===== config.mk =====
export PLATFORM = sky130hd
export DESIGN_NAME = vehicle_frame_to_lightbar_decoder_core
export DESIGN_NICKNAME = d
export VERILOG_FILES = /design/src/hw/rtl/vfld_pkg.sv /design/src/hw/rtl/vehicle_frame_to_lightbar_decoder_core.sv
export SDC_FILE = /design/constraint.sdc
export NUM_CORES = 1
export LEC_CHECK = 0
export BUFFER_PORTS_ARGS = -buffer_cell sky130_fd_sc_hd__buf_2
export CORE_MARGIN = 5
export CORE_UTILIZATION = 45
export DETAILED_ROUTE_END_ITERATION = 7
export GPL_ROUTABILITY_DRIVEN = 0
export HOLD_SLACK_MARGIN = 0.05
export PLACE_DENSITY = 0.62
export SLEW_MARGIN = 20
export SYNTH_ARGS = -nofsm -noshare
export SYNTH_HDL_FRONTEND = slang
export SYNTH_SLANG_ARGS = --single-unit

===== constraint.sdc =====
create_clock -name clk -period 11.3 [get_ports clk]
set_clock_uncertainty 0.15 [all_clocks]
set_input_delay 2.26 -clock clk [delete_from_list [all_inputs] [get_ports clk]]
set_output_delay 2.26 -clock clk [all_outputs]
set_load 0.02 [all_outputs]

===== src/hw/rtl/vfld_pkg.sv =====
// ----------------------------------------------------------------------------
// vfld_pkg
// shared types, codes and arithmetic helpers for the frame to lightbar decoder
// ----------------------------------------------------------------------------
`default_nettype none

package vfld_pkg;

  // field widths
  localparam int unsigned IdW     = 11;
  localparam int unsigned ByteW   = 8;
  localparam int unsigned ActionW = 4;
  localparam int unsigned LevelW  = 7;
  localparam int unsigned TempW   = 16;
  localparam int unsigned CfgIdxW = 2;

  typedef logic [IdW-1:0]     id_t;
  typedef logic [ActionW-1:0] action_t;
  typedef logic [LevelW-1:0]  level_t;
  typedef logic signed [TempW-1:0] temp_t;

  // configuration register indexes
  localparam logic [CfgIdxW-1:0] CFG_CONTROLLER_ID  = 2'd0;
  localparam logic [CfgIdxW-1:0] CFG_BATTERY_ID     = 2'd1;
  localparam logic [CfgIdxW-1:0] CFG_LEFT_MOTOR_ID  = 2'd2;
  localparam logic [CfgIdxW-1:0] CFG_RIGHT_MOTOR_ID = 2'd3;

  localparam id_t CONTROLLER_ID_RST  = 11'd0;
  localparam id_t BATTERY_ID_RST     = 11'd1;
  localparam id_t LEFT_MOTOR_ID_RST  = 11'd2;
  localparam id_t RIGHT_MOTOR_ID_RST = 11'd3;

  // result action codes
  localparam action_t ACT_NONE        = 4'd0;
  localparam action_t ACT_BLINK       = 4'd1;
  localparam action_t ACT_SOLID       = 4'd2;
  localparam action_t ACT_OFF         = 4'd3;
  localparam action_t ACT_FAULT_CLEAR = 4'd4;
  localparam action_t ACT_FAULT_SET   = 4'd5;
  localparam action_t ACT_TEMP        = 4'd6;
  localparam action_t ACT_BATTERY     = 4'd7;
  localparam action_t ACT_INVALID     = 4'd8;

  // controller command codes in body byte 0
  localparam logic [ByteW-1:0] CMD_BLINK       = 8'd0;
  localparam logic [ByteW-1:0] CMD_SOLID       = 8'd1;
  localparam logic [ByteW-1:0] CMD_OFF         = 8'd2;
  localparam logic [ByteW-1:0] CMD_FAULT_CLEAR = 8'd3;
  localparam logic [ByteW-1:0] CMD_FAULT_SET   = 8'd4;

  localparam logic [ByteW-1:0] TEMP_MODIFIER = 8'd74;

  localparam temp_t TEMP_RST = -16'sd32767;
  localparam temp_t TEMP_MIN = 16'sd17250;
  localparam temp_t TEMP_MAX = 16'sd20250;

  localparam int unsigned TempLevelMax = 30;
  localparam int unsigned BattLevelMax = 76;

  // floor(3*soc/10): 3*soc stays below 1029, so *205 >> 11 is exact
  function automatic level_t battery_level(input logic [ByteW-1:0] soc);
    logic [9:0]  tri_soc;
    logic [17:0] prod;
    tri_soc = {2'b00, soc} + {1'b0, soc, 1'b0};
    prod    = {8'd0, tri_soc} * 18'd205;
    return prod[17:11];
  endfunction

  // clamp to 17250..20250, then (t-17250)/100 by *5243 >> 19
  function automatic level_t temp_level(input temp_t t);
    temp_t       tc;
    logic [15:0] diff;
    logic [24:0] prod;
    if (t < TEMP_MIN) begin
      tc = TEMP_MIN;
    end else if (t > TEMP_MAX) begin
      tc = TEMP_MAX;
    end else begin
      tc = t;
    end
    diff = 16'(tc - TEMP_MIN);
    prod = {13'd0, diff[11:0]} * 25'd5243;
    return {2'b00, prod[23:19]};
  endfunction

endpackage

`default_nettype wire


===== src/hw/rtl/vehicle_frame_to_lightbar_decoder_core.sv =====
// an accepted frame request passes through the input register and then the result register to out_valid
// throughput: one frame per cycle while out_stall is low, set by the input register and result register pair
// each frame gives exactly one result; out_stall backs up through the result register
// reset (synchronous, rst_n low): pipeline empty, ids 0/1/2/3, both motor temps -32767
// ----------------------------------------------------------------------------
// vehicle_frame_to_lightbar_decoder_core
// decodes controller, battery and motor frames into lightbar actions and levels
// ----------------------------------------------------------------------------
`default_nettype none

module vehicle_frame_to_lightbar_decoder_core
  import vfld_pkg::*;
(
  input  wire logic                clk,
  input  wire logic                rst_n,
  // configuration write port
  input  wire logic                cfg_we,
  input  wire logic [CfgIdxW-1:0]  cfg_index,
  input  wire logic [IdW-1:0]      cfg_data,
  // frame request channel
  input  wire logic                in_valid,
  output      logic                in_stall,
  input  wire logic [IdW-1:0]      in_frame_id,
  input  wire logic [ByteW-1:0]    in_byte_zero,
  input  wire logic [ByteW-1:0]    in_byte_one,
  input  wire logic [ByteW-1:0]    in_byte_two,
  // result channel
  output      logic                out_valid,
  input  wire logic                out_stall,
  output      logic [ActionW-1:0]  out_action,
  output      logic [LevelW-1:0]   out_level
);

  // configured identifiers
  id_t ctrl_id_r, batt_id_r, left_id_r, right_id_r;

  // input register stage
  logic             s1_valid_r;
  id_t              s1_id_r;
  logic [ByteW-1:0] s1_b0_r, s1_b1_r, s1_b2_r;

  // motor temperature state
  temp_t left_temp_r, right_temp_r;
  temp_t left_temp_nxt, right_temp_nxt;

  // result register
  logic    out_valid_r;
  action_t out_action_r, action_nxt;
  level_t  out_level_r, level_nxt;

  logic in_acc;
  logic out_ld;

  // result register frees when empty or when its request is taken this cycle
  assign out_ld   = s1_valid_r && (!out_valid_r || !out_stall);
  // input register takes a new request when empty or when it moves on
  assign in_stall = s1_valid_r && !out_ld;
  assign in_acc   = in_valid && !in_stall;

  // ---------------------------------------------------------------------------
  // configuration registers, to be written only while the block is idle; the block does not enforce this
  // ---------------------------------------------------------------------------
  always_ff @(posedge clk) begin
    if (!rst_n) begin
      ctrl_id_r  <= CONTROLLER_ID_RST;
      batt_id_r  <= BATTERY_ID_RST;
      left_id_r  <= LEFT_MOTOR_ID_RST;
      right_id_r <= RIGHT_MOTOR_ID_RST;
    end else if (cfg_we) begin
      case (cfg_index)
        CFG_CONTROLLER_ID:  ctrl_id_r  <= cfg_data;
        CFG_BATTERY_ID:     batt_id_r  <= cfg_data;
        CFG_LEFT_MOTOR_ID:  left_id_r  <= cfg_data;
        CFG_RIGHT_MOTOR_ID: right_id_r <= cfg_data;
        default: ;
      endcase
    end
  end

  // ---------------------------------------------------------------------------
  // input register
  // ---------------------------------------------------------------------------
  always_ff @(posedge clk) begin
    if (!rst_n) begin
      s1_valid_r <= 1'b0;
    end else if (in_acc) begin
      s1_valid_r <= 1'b1;
    end else if (out_ld) begin
      s1_valid_r <= 1'b0;
    end
  end

  always_ff @(posedge clk) begin
    if (in_acc) begin
      s1_id_r <= in_frame_id;
      s1_b0_r <= in_byte_zero;
      s1_b1_r <= in_byte_one;
      s1_b2_r <= in_byte_two;
    end
  end

  // ---------------------------------------------------------------------------
  // decode: identifier match in priority order, then per-kind work
  // ---------------------------------------------------------------------------
  always_comb begin
    temp_t new_temp;
    temp_t hot_temp;
    new_temp       = temp_t'({s1_b2_r, s1_b1_r});
    action_nxt     = ACT_NONE;
    level_nxt      = '0;
    left_temp_nxt  = left_temp_r;
    right_temp_nxt = right_temp_r;
    hot_temp       = left_temp_r;

    if (s1_id_r == ctrl_id_r) begin
      case (s1_b0_r)
        CMD_BLINK:       action_nxt = ACT_BLINK;
        CMD_SOLID:       action_nxt = ACT_SOLID;
        CMD_OFF:         action_nxt = ACT_OFF;
        CMD_FAULT_CLEAR: action_nxt = ACT_FAULT_CLEAR;
        CMD_FAULT_SET:   action_nxt = ACT_FAULT_SET;
        default:         action_nxt = ACT_INVALID;
      endcase
    end else if (s1_id_r == batt_id_r) begin
      action_nxt = ACT_BATTERY;
      level_nxt  = battery_level(s1_b0_r);
    end else if ((s1_id_r == left_id_r || s1_id_r == right_id_r) &&
                 s1_b0_r == TEMP_MODIFIER) begin
      // left identifier wins when both motors share one
      if (s1_id_r == left_id_r) begin
        left_temp_nxt = new_temp;
      end else begin
        right_temp_nxt = new_temp;
      end
      // hotter of the two motors, an unreported one still holds its sentinel
      hot_temp   = (left_temp_nxt > right_temp_nxt) ? left_temp_nxt : right_temp_nxt;
      action_nxt = ACT_TEMP;
      level_nxt  = temp_level(hot_temp);
    end
  end

  // ---------------------------------------------------------------------------
  // state and result register, both advance together when the frame moves on
  // ---------------------------------------------------------------------------
  always_ff @(posedge clk) begin
    if (!rst_n) begin
      left_temp_r  <= TEMP_RST;
      right_temp_r <= TEMP_RST;
    end else if (out_ld) begin
      left_temp_r  <= left_temp_nxt;
      right_temp_r <= right_temp_nxt;
    end
  end

  always_ff @(posedge clk) begin
    if (!rst_n) begin
      out_valid_r <= 1'b0;
    end else if (out_ld) begin
      out_valid_r <= 1'b1;
    end else if (!out_stall) begin
      out_valid_r <= 1'b0;
    end
  end

  always_ff @(posedge clk) begin
    if (out_ld) begin
      out_action_r <= action_nxt;
      out_level_r  <= level_nxt;
    end
  end

  assign out_valid  = out_valid_r;
  assign out_action = out_action_r;
  assign out_level  = out_level_r;

`ifndef NO_ASSERTIONS
  // a level is reported only for temperature and battery results
  a_level_only_for_levels: assert property (@(posedge clk) disable iff (!rst_n)
    out_valid_r && !(out_action_r == ACT_TEMP || out_action_r == ACT_BATTERY)
      |-> out_level_r == '0)
    else $error("level set on a non-level action");

  a_temp_level_range: assert property (@(posedge clk) disable iff (!rst_n)
    out_valid_r && out_action_r == ACT_TEMP |-> out_level_r <= level_t'(TempLevelMax))
    else $error("temperature level out of range");

  a_batt_level_range: assert property (@(posedge clk) disable iff (!rst_n)
    out_valid_r && out_action_r == ACT_BATTERY |-> out_level_r <= level_t'(BattLevelMax))
    else $error("battery level out of range");

  // motor state only changes when a temperature result is produced
  a_temp_state_moves: assert property (@(posedge clk) disable iff (!rst_n)
    !$stable(left_temp_r) || !$stable(right_temp_r)
      |-> $past(out_ld) && out_action_r == ACT_TEMP)
    else $error("motor temperature changed without a temperature result");

  // the input side only stalls while the input register is full and blocked
  a_stall_cause: assert property (@(posedge clk) disable iff (!rst_n)
    in_stall |-> s1_valid_r && out_valid_r && out_stall)
    else $error("input stalled with room downstream");
`endif

endmodule

`default_nettype wire


==> summary.txt, run 1 <==
Yosys
  • Syn avg cell area: 9.48 um2
  • Post-Synth Adder-Cell Area: 0.282
  • Number of synthesized flops with an enable pin: 46
  • Share of the synthesized area in the top cell type: 0.174
  • Synth Instances: 1190
  • Post-synth top area cell: ha_1
  • Synth area leaders: ha_1 17%, dfxtp_1 14%, edfxtp_1 12%, fa_1 11%, inv_1 5.4%
  • Ys flop type: dfxtp_1
  • Post-Synth XOR/XNOR Area: 0.0581
  • Mapped cell area: 11300 um2
  • Synth Area in Compound Gates: 0.140
  • Synth warn: 0
  • Synthesized Nets: 1461
  • Proportion of synthesized area in mux cells: 0.0449
  • Simple logic cell fraction of the synthesized area: 0.143
  • Synth Register Bits: approximately 120
  • Largest family of logic cells by synthesized area: adder cells
  • Asr flop ratio synth: 0
  • Seq/Total Area, Yosys: 0.261
  • Unique masters post-synth: a little over 80

Clocking
  • Clk sinks: 124
  • Root Buffer: clkbuf_16
  • Clk_lat worst skew: 0.43 ns
  • Worst-path clk slew: 0.07 ns
  • Htree depth: 4
  • Max Buffers Root-to-Sink: 2
  • Number of CTS-inserted buffers: 17
  • CTS tree: done
  • Hold-fix buffers, CTS: 0

Layout
  • Nets@finish: 1542
  • Layout area overhead: 13.0%
  • N_diodes: 0
  • Final Util: 0.511
  • Layout cells sized above 1: 0.144
  • # fillers: between 2000 and 2500

Routing
  • Drt pass-1 iters: 5
  • Post-DR vias/cell: 5.17
  • Antenna-violating nets left: 0
  • Routed WL: approximately 25000 um
  • # DRC: 0
  • Routed via count: 8346
  • Detailed Route Iter0 Violations: 349
  • Average wire per standard cell: 15.7 um

Timing
  • Slew @ Worst Pin: 0.939 ns
  • F_max: 0.0940 GHz
  • Final setup violation count: 0
  • Fin crit period: 10.64 ns
  • Min Hold Slack: roughly 0.33 ns
  • Max Slew Vio Count: 0
  • Final hold violations: 0
  • Setup TNS Final: 0 ns
  • Slew margin rel.: 0.371
  • Fin crit share: 0.942

Die
  • Die width: 168 um
  • Chip height: 168 um
  • Ports: 66
  • Core Area: 25000 um2
  • Row cnt: 58
  • Starting Density: 0.452
  • Die area: 28300 um2

Worst setup path
  • Crit start category: register
  • Crit path largest cell delay: 0.52 ns
  • Top delay family on crit path: compound AO/OA/AOI/OAI gates
  • Critical path class: register to register
  • Crit path max fanout: 21
  • Critical path required time: 11.33 ns
  • Worst setup EP type: register
  • CP Buf/Inv Count: 10
  • Worst path arrival time: 10.67 ns
  • CP dominant cell by count: inv_1
  • Slowest CP cell: fa_1

Place
  • Post-DP HPWL: just under 20000 um
  • Port Buffer Count: 65

Run status
  • Status: complete, no violations

Run
  • Max cap viols: 0

Power and ir drop
  • Sequential Power Share: 0.275
  • Psw: approximately 670 uW
  • Power per Cell Area: roughly 140 nW/um2
  • Clk pwr share: 0.305
  • Pleak: 6.36 nW
  • Combinational Power Share: 0.419
  • Switch share: 0.372
  • VDD IR-drop max: 91.5 uV
  • Pint: 1.13 mW

Global routing
  • Largest net degree at the start of global routing: 71
  • Gr ovfl total: 0
  • Vias in the first global route: about 8300
  • First-pass GRT wire length: 42200 um
  • Initial antenna violation count: 0
  • GR Util All Layers: 0.182

Min path
  • HP Class: register to register
worst register-to-register path: cells and delay by family, from the launching register on:
family                   cells  cell delay [ns]
adder cells (fa/ha/maj)      7             2.89
multiplexers                 2             0.47
flip-flops                   1             0.49
AND/OR/NAND/NOR              8             1.52
AO/OA/AOI/OAI               17             3.21
buffers and inverters       10             1.21
XOR/XNOR                     2             0.45
power by group through the flow:
stage	logic [mW]	clock network [mW]	registers, mW
floorplan	0.584	0	0.502
finish	0.752	0.548	0.494
global route	0.881	0.579	0.496
CTS	0.763	0.558	0.494
global placement	0.743	0	0.503
detailed placement	0.754	0	0.504
routing by layer:
metal,GRT usage,wire (um),share of wire,up-vias
li1,-,-,-,4235
met4,0.0462,273,0.011,0
met1,0.251,12200,0.48,3941
met2,0.305,12100,0.48,145
met5,0,0,0,-
met3,0.0239,750,0.030,25
logic make-up after synthesis:
family | Yosys count
adder cells (fa/ha/maj) | 218
XOR/XNOR | 74
flip-flops | 124
buffers and inverters | 200
AO/OA/AOI/OAI | 212
AND/OR/NAND/NOR | 312
multiplexers | 50
final timing paths:
| kind | start | to | slack (ns) | cells past startpoint |
|---|---|---|---|---|
| max | s1_id_r[5] | out_level[4] | 0.66 | 46 |
| min | right_id_r[1] | right_id_r[1] | 0.33 | 2 |
| max reg2reg | s1_id_r[5] | out_level[4] | 0.66 | 46 |
| min reg2reg | right_id_r[1] | right_id_r[1] | 0.33 | 2 |
sequential cells by signal (all words and copies together), names as in the netlist:
signal / cells
batt_id_r: 11
ctrl_id_r: 11
left_id_r: 11
left_temp_r: 16
out_action: 4
out_level: 7
out_valid: 1
right_id_r: 11
right_temp_r: 16
s1_b0_r: 8
s1_b1_r: 8
s1_b2_r: 8
s1_id_r: 11
s1_valid_r: 1
cells in the mapped netlist (4+ instances only):
cell type / n
a2111oi_2: 4
a211oi_1: 13
a21boi_0: 33
a21o_1: 14
a21oi_1: 42
a22o_1: 6
and2_1: 9
and3_1: 6
and4_1: 5
clkbuf_1: 28
dfxtp_1: 78
edfxtp_1: 46
fa_1: 61
ha_1: 157
inv_1: 161
mux2i_1: 47
nand2_1: 134
nand2b_1: 11
nand3_1: 20
nand4_1: 10
nor2_1: 43
nor2b_1: 21
nor3_1: 9
nor3_2: 4
nor4_1: 7
o211a_1: 18
o21a_1: 4
o21ai_0: 25
o21ai_1: 9
o21bai_1: 8
o31ai_1: 5
or2_1: 4
or2_2: 5
xnor2_1: 40
xor2_1: 33
cells in the final DEF, fill, tap and decap left out, drive strengths merged, types with 11 or more instances in the layout:
cell,Yosys,routed
a211oi,16,16
a21boi,34,34
a21o,14,14
a21oi,43,43
buf,10,100
clkbuf,28,18
dfxtp,78,78
edfxtp,46,46
fa,61,61
ha,157,157
inv,161,172
mux2i,48,48
nand2,135,135
nand2b,11,11
nand3,21,21
nor2,45,45
nor2b,21,21
nor3,14,14
o211a,18,18
o21ai,35,35
xnor2,41,41
xor2,33,33
layout make-up:
class	instances	area (um2)	area share
Sequential cell	124	2940	0.231
Inverter	162	608	0.0477
Multi-Input combinational cell	866	7590	0.595
Clock buffer	18	450	0.0353
Tap cell	330	413	0.0324
Timing Repair Buffer	100	604	0.0474
Clock inverter	14	141	0.0111
timing repair:
action	4_1_cts	5_1_grt
gates resized for setup	0	6
endpoints found under the setup margin	0	5
setup buffers	0	8
stage by stage:
step                      setup WS [ns]  total power [mW]  instances  area [um2]
after global routing           -0.00203              1.95       1614       12700
after CTS                        0.0802              1.81       1606       12600
after detailed placement          0.135              1.26       1574       12100
after global placement            0.337              1.25       1574       12100
final                             0.658              1.79       1614       12700
after floorplan                   0.990              1.09       1190       11300
Note: power is estimated with default switching activity, not from simulation.
==> inputs of run 2 (changes only) <==
CORE_UTILIZATION = 25   (was 45)
PLACE_DENSITY = 0.4   (was 0.62)
==> summary.txt, run 2 (synthesized netlist as in run 1, its figures left out) <==
Run status
  • Status: complete, no violations (unchanged)

Die
  • Row cnt: 77 (was 58)
  • Die width: 222 um (was 168 um)
  • Starting Density: 0.254 (was 0.452)
  • Core Area: 44400 um2 (was 25000 um2)
  • Ports: 66 (unchanged)
  • Die area: 49500 um2 (was 28300 um2)
  • Chip height: 222 um (was 168 um)

Global routing
  • First-pass GRT wire length: 48500 um (was 42200 um)
  • Vias in the first global route: 8762 (was 8321)
  • Largest net degree at the start of global routing: 71 (unchanged)
  • GR Util All Layers: 0.123 (was 0.182)
  • Gr ovfl total: 0 (unchanged)
  • Initial antenna violation count: 0 (unchanged)

Routing
  • Routed via count: 8313 (was 8346)
  • Antenna-violating nets left: 0 (unchanged)
  • Post-DR vias/cell: 4.43 (was 5.17)
  • Average wire per standard cell: 15.8 um (was 15.7 um)
  • # DRC: 0 (unchanged)
  • Routed WL: 29600 um (was 25400 um)
  • Detailed Route Iter0 Violations: 295 (was 349)
  • Drt pass-1 iters: 4 (was 5)

Layout
  • Most frequent cells in the layout: 161 x inv_1, 157 x ha_1, 134 x nand2_1 (unchanged)
  • Nets@finish: 1544 (was 1542)
  • Layout cells sized above 1: 0.149 (was 0.144)
  • Layout area overhead: 16.0% (was 13.0%)
  • Commonest non-fill, non-tap cell in the layout: inv_1 (unchanged)
  • Largest registers: left_temp_r (16), right_temp_r (16) (unchanged)
  • N_diodes: 0 (unchanged)

Clocking
  • Number of CTS-inserted buffers: 17 (unchanged)
  • Htree depth: 4 (unchanged)
  • CTS tree: done (unchanged)
  • Worst-path clk slew: 0.06 ns (was 0.07 ns)
  • Clk sinks: 124 (unchanged)
  • Clk_lat worst skew: 0.44 ns (was 0.43 ns)
  • Max Buffers Root-to-Sink: 2 (unchanged)
  • Hold-fix buffers, CTS: 0 (unchanged)
  • Root Buffer: clkbuf_16 (unchanged)

Worst setup path
  • Critical path class: register to register (unchanged)
  • Crit path largest cell delay: 0.55 ns (was 0.52 ns)
  • CP dominant cell by count: inv_1 (unchanged)
  • Slowest CP cell: fa_1 (unchanged)
  • Crit path max fanout: 8 (was 21)
  • Worst path arrival time: 10.72 ns (was 10.67 ns)
  • Crit start category: register (unchanged)
  • Critical path required time: 11.33 ns (about the same)
  • Worst setup EP type: register (unchanged)

Power and ir drop
  • Pwr Total: 1.77 mW (was 1.79 mW)
  • Power per Cell Area: 136 nW/um2 (was 141 nW/um2)
  • Pleak: 6.35 nW (was 6.36 nW)
  • VDD IR-drop max: 102 uV (was 91.5 uV)

Timing
  • Max Slew Vio Count: 0 (unchanged)
  • Fin crit share: 0.946 (was 0.942)
  • Slew @ Worst Pin: 1.07 ns (was 0.939 ns)
  • Final setup violation count: 0 (unchanged)
  • Slew margin rel.: 0.284 (was 0.371)
  • Final hold violations: 0 (unchanged)
  • F_max: 0.0935 GHz (was 0.0940 GHz)
  • Fin crit period: 10.69 ns (was 10.64 ns)
  • Setup TNS Final: 0 ns (unchanged)

Min path
  • HP Class: register to register (unchanged)

Place
  • Post-DP HPWL: 23800 um (was 19900 um)
  • Port Buffer Count: 65 (unchanged)

Run
  • Max cap viols: 0 (unchanged)
-- run 2: worst paths after layout --
kind | slack [ns] | cells past startpoint | to | from
max | 0.61 | 44 | out_level[4] | s1_id_r[1]
min | 0.33 | 2 | left_id_r[8] | left_id_r[8]
max reg2reg | 0.61 | 44 | out_level[4] | s1_id_r[1]
min reg2reg | 0.33 | 2 | left_id_r[8] | left_id_r[8]
-- run 2: layer usage --
metal,vias up,GRT usage,routed length [um]
li1,4237,-,-
met1,3970,0.165,14600
met2,82,0.206,14000
met3,24,0.0194,687
met4,0,0.0324,385
met5,-,0,0
-- run 2: report_power, final --
| part | internal [mW] | leakage (nW) | switching [mW] | total (mW) |
|---|---|---|---|---|
| clock | 0.301 | 0.275 | 0.217 | 0.518 |
| sequential | 0.480 | 1.07 | 0.0142 | 0.494 |
| combinational | 0.341 | 5.00 | 0.421 | 0.762 |
-- run 2: worst max-delay path, delay by kind of cell (launching register included) --
kind                     cells  cell delay (ns)
flip-flops                   1             0.47
multiplexers                 1             0.32
AO/OA/AOI/OAI               14             3.09
AND/OR/NAND/NOR             11             1.92
buffers and inverters        8             0.84
adder cells (fa/ha/maj)      7             3.05
XOR/XNOR                     3             0.57
-- run 2: metrics by stage --
| step | worst slack [ns] | std cells | hold slack (ns) | util | area, um2 |
|---|---|---|---|---|---|
| after floorplan | 0.990 | 1190 | 0.305 | - | 11300 |
| after global placement | 0.231 | 1840 | 0.316 | 0.280 | 12400 |
| after detailed placement | 0.112 | 1840 | 0.322 | 0.280 | 12400 |
| after CTS | 0.0967 | 1872 | 0.330 | 0.292 | 13000 |
| after global routing | -0.0333 | 1878 | 0.353 | 0.295 | 13100 |
| final | 0.609 | 1878 | 0.327 | 0.295 | 13100 |
-- run 2: area by class of cell --
cell class                      instances  area (um2)
Inverter                              162         608
Sequential cell                       124        2940
Timing Repair Buffer                  102         628
Clock buffer                           21         472
Multi-Input combinational cell        866        7610
Clock inverter                         11        80.1
Fill cell                            4665       31300
Tap cell                              592         741
-- run 2: repair_timing --
action                     CTS  global route
buffers inserted             0             6
setup endpoints to repair    0             5
resized for setup            0            11
==> inputs of run 3 (changes only) <==
ABC_AREA = 1   (was unset)
GPL_TIMING_DRIVEN = 0   (was unset)
==> summary.txt, run 3 <==
Clocking
  • Post-CTS sizing: 0 (unchanged)
  • Max Buffers Root-to-Sink: 2 (unchanged)
  • Number of CTS-inserted buffers: 17 (unchanged)
  • Worst-path clk slew: 0.06 ns (about the same)
  • Clk_lat worst skew: 0.43 ns (was 0.44 ns)
  • Clk sinks: 124 (unchanged)
  • CTS tree: done (unchanged)
  • Htree depth: 4 (unchanged)
  • Root Buffer: clkbuf_16 (unchanged)
  • Post-CTS setup buffer count: 0 (unchanged)
  • Hold-fix buffers, CTS: 0 (unchanged)

Layout
  • Most frequent cells in the layout: 262 x inv_1, 207 x nand2_1, 157 x ha_1 (was 161 x inv_1, 157 x ha_1, 134 x nand2_1)
  • Commonest non-fill, non-tap cell in the layout: inv_1 (unchanged)
  • Area of the multi-input gates: 7050 um2 (was 7610 um2)
  • Largest registers: left_temp_r (16), right_temp_r (16) (unchanged)
  • N_diodes: 0 (unchanged)
  • Final Util: 0.291 (was 0.295)
  • Layout area overhead: 15.0% (was 16.0%)
  • # fillers: 4916 (was 4665)
  • Nets@finish: 1756 (was 1544)
  • Register area: 2940 um2 (unchanged)
  • Layout cells sized above 1: 0.119 (was 0.149)

Power and ir drop
  • Switch share: 0.411 (was 0.368)
  • Sequential Power Share: 0.237 (was 0.279)
  • Combinational Power Share: 0.501 (was 0.429)
  • VDD IR-drop max: 98.6 uV (was 102 uV)
  • Clk pwr share: 0.262 (was 0.292)
  • Pleak: 6.49 nW (was 6.35 nW)
  • Power per Cell Area: 162 nW/um2 (was 136 nW/um2)
  • Pint: 1.23 mW (was 1.12 mW)
  • Psw: 857 uW (was 652 uW)

Yosys
  • Synth cell count leaders: 263 x inv_1, 207 x nand2_1, 157 x ha_1 (was 161 x inv_1, 157 x ha_1, 134 x nand2_1)
  • Synthesized Nets: 1672 (was 1461)
  • Synth Instances: 1401 (was 1190)
  • Seq/Total Area, Yosys: 0.262 (was 0.261)
  • Unique masters post-synth: 46 (was 83)
  • Post-synth top area cell: ha_1 (unchanged)
  • Synth area leaders: ha_1 18%, dfxtp_1 14%, edfxtp_1 12%, fa_1 11%, inv_1 8.8% (was ha_1 17%, dfxtp_1 14%, edfxtp_1 12%, fa_1 11%, inv_1 5.4%)
  • Asr flop ratio synth: 0 (unchanged)
  • Syn avg cell area: 8.01 um2 (was 9.48 um2)
  • Synth warn: 0 (unchanged)
  • Count leader, synth: inv_1 (unchanged)
  • Ys flop type: dfxtp_1 (unchanged)
  • Mapped cell area: 11200 um2 (was 11300 um2)
  • Number of synthesized flops with an enable pin: 46 (unchanged)
  • Share of the synthesized area in the top cell type: 0.175 (was 0.174)
  • Synth Register Bits: 124 (unchanged)

Timing
  • F_max: 0.0970 GHz (was 0.0935 GHz)
  • Fin crit period: 10.31 ns (was 10.69 ns)
  • Setup TNS Final: 0 ns (unchanged)
  • Slew @ Worst Pin: 0.893 ns (was 1.07 ns)
  • RSZ-0062 raised after global routing: false
  • Max Slew Vio Count: 0 (unchanged)
  • Final setup violation count: 0 (unchanged)
  • Fin crit share: 0.912 (was 0.946)
  • Final hold violations: 0 (unchanged)
  • Slew margin rel.: 0.400 (was 0.284)

Global routing
  • First-pass GRT wire length: 50100 um (was 48500 um)
  • GR Util All Layers: 0.126 (was 0.123)
  • Largest net degree at the start of global routing: 25 (was 71)
  • Vias in the first global route: 9214 (was 8762)
  • Gr ovfl total: 0 (unchanged)
  • Initial antenna violation count: 0 (unchanged)

Worst setup path
  • Critical path required time: 11.31 ns (was 11.33 ns)
  • Critical path class: register to register (unchanged)
  • Worst setup EP type: register (unchanged)
  • Crit path largest cell delay: 0.54 ns (was 0.55 ns)
  • CP dominant cell by count: nand2_1 (was inv_1)
  • Worst path arrival time: 10.32 ns (was 10.72 ns)
  • Crit path max fanout: 10 (was 8)
  • Slowest CP cell: fa_1 (unchanged)
  • Crit start category: register (unchanged)

Die
  • Die width: 222 um (about the same)
  • Ports: 66 (unchanged)
  • Core Area: 44300 um2 (was 44400 um2)
  • Die area: 49200 um2 (was 49500 um2)
  • Starting Density: 0.253 (was 0.254)
  • Row cnt: 77 (unchanged)
  • Chip height: 222 um (about the same)

Routing
  • Average wire per standard cell: 14.5 um (was 15.8 um)
  • Routed via count: 9028 (was 8313)
  • Metal2 WL: 13600 um (was 14000 um)
  • Metal3 WL: 848 um (was 687 um)
  • Met1 WL: 15600 um (was 14600 um)
  • Routed WL: 30300 um (was 29600 um)
  • Detailed Route Iter0 Violations: 478 (was 295)
  • Top sig layer: met4 (unchanged)
  • Antenna-violating nets left: 0 (unchanged)
  • Post-DR vias/cell: 4.32 (was 4.43)
  • Drt pass-1 iters: 5 (was 4)
  • # DRC: 0 (unchanged)

Min path
  • HP Class: register to register (unchanged)

Run
  • Max cap viols: 0 (unchanged)

Place
  • Post-DP HPWL: 25400 um (was 23800 um)
  • Port Buffer Count: 64 (was 65)

Run status
  • Status: complete, no violations (unchanged)
[run 3: cells by family (layout without fill, tap and decap cells)]
kind of cell / count (synthesis) / after routing / share of synthesized area
AND/OR/NAND/NOR: 474 / 474 / 0.193
buffers and inverters: 313 / 410 / 0.110
adder cells (fa/ha/maj): 218 / 218 / 0.284
AO/OA/AOI/OAI: 218 / 218 / 0.105
flip-flops: 124 / 124 / 0.262
XOR/XNOR: 47 / 47 / 0.0394
multiplexers: 7 / 7 / 0.00625
[run 3: critical path, delay by kind of cell (launching register included)]
kind | cells | cell delay [ns]
AO/OA/AOI/OAI | 6 | 1.31
flip-flops | 1 | 0.40
adder cells (fa/ha/maj) | 7 | 3.04
buffers and inverters | 11 | 1.29
AND/OR/NAND/NOR | 30 | 3.66
XOR/XNOR | 1 | 0.15
[run 3: worst paths after layout]
kind,cells past startpoint,endpoint,slack (ns),startpoint
hold reg to reg,2,right_temp_r[4],0.31,right_temp_r[4]
setup reg to reg,55,out_level[2],0.99,s1_id_r[9]
setup / recovery,55,out_level[2],0.99,s1_id_r[9]
hold / removal,2,right_temp_r[4],0.31,right_temp_r[4]
[run 3: layout make-up]
cell class / instances / share of cell area
clock inverters: 9 / 0.00640
plain buffers: 40 / 0.0168
repair buffers: 65 / 0.0264
inverters: 273 / 0.0795
well taps: 592 / 0.0574
flip-flops and latches: 124 / 0.228
clock buffers: 23 / 0.0388
multi-input cells: 964 / 0.546
[run 3: layer usage]
layer / global-route usage / vias up
li1: - / 4696
met1: 0.180 / 4186
met2: 0.204 / 124
met3: 0.0187 / 22
met4: 0.0262 / 0
met5: 0 / -
[run 3: per-stage QoR]
step                      power (mW)  hold WS (ns)  setup slack (ns)  area [um2]  cells
after detailed placement        1.55         0.297             0.242       12300   2058
after global routing            2.32         0.326            0.0182       12900   2090
after CTS                       2.13         0.305             0.214       12900   2090
final                           2.08         0.309             0.993       12900   2090
after global placement          1.56         0.296             0.249       12300   2057
after floorplan                 1.29         0.280              2.25       11200   1401
[run 3: power by group through the flow]
stage / registers [mW] / clock network, mW / logic [mW]
floorplan: 0.500 / 0 / 0.789
global placement: 0.503 / 0 / 1.06
detailed placement: 0.503 / 0 / 1.05
CTS: 0.493 / 0.563 / 1.07
global route: 0.495 / 0.578 / 1.25
finish: 0.493 / 0.546 / 1.04
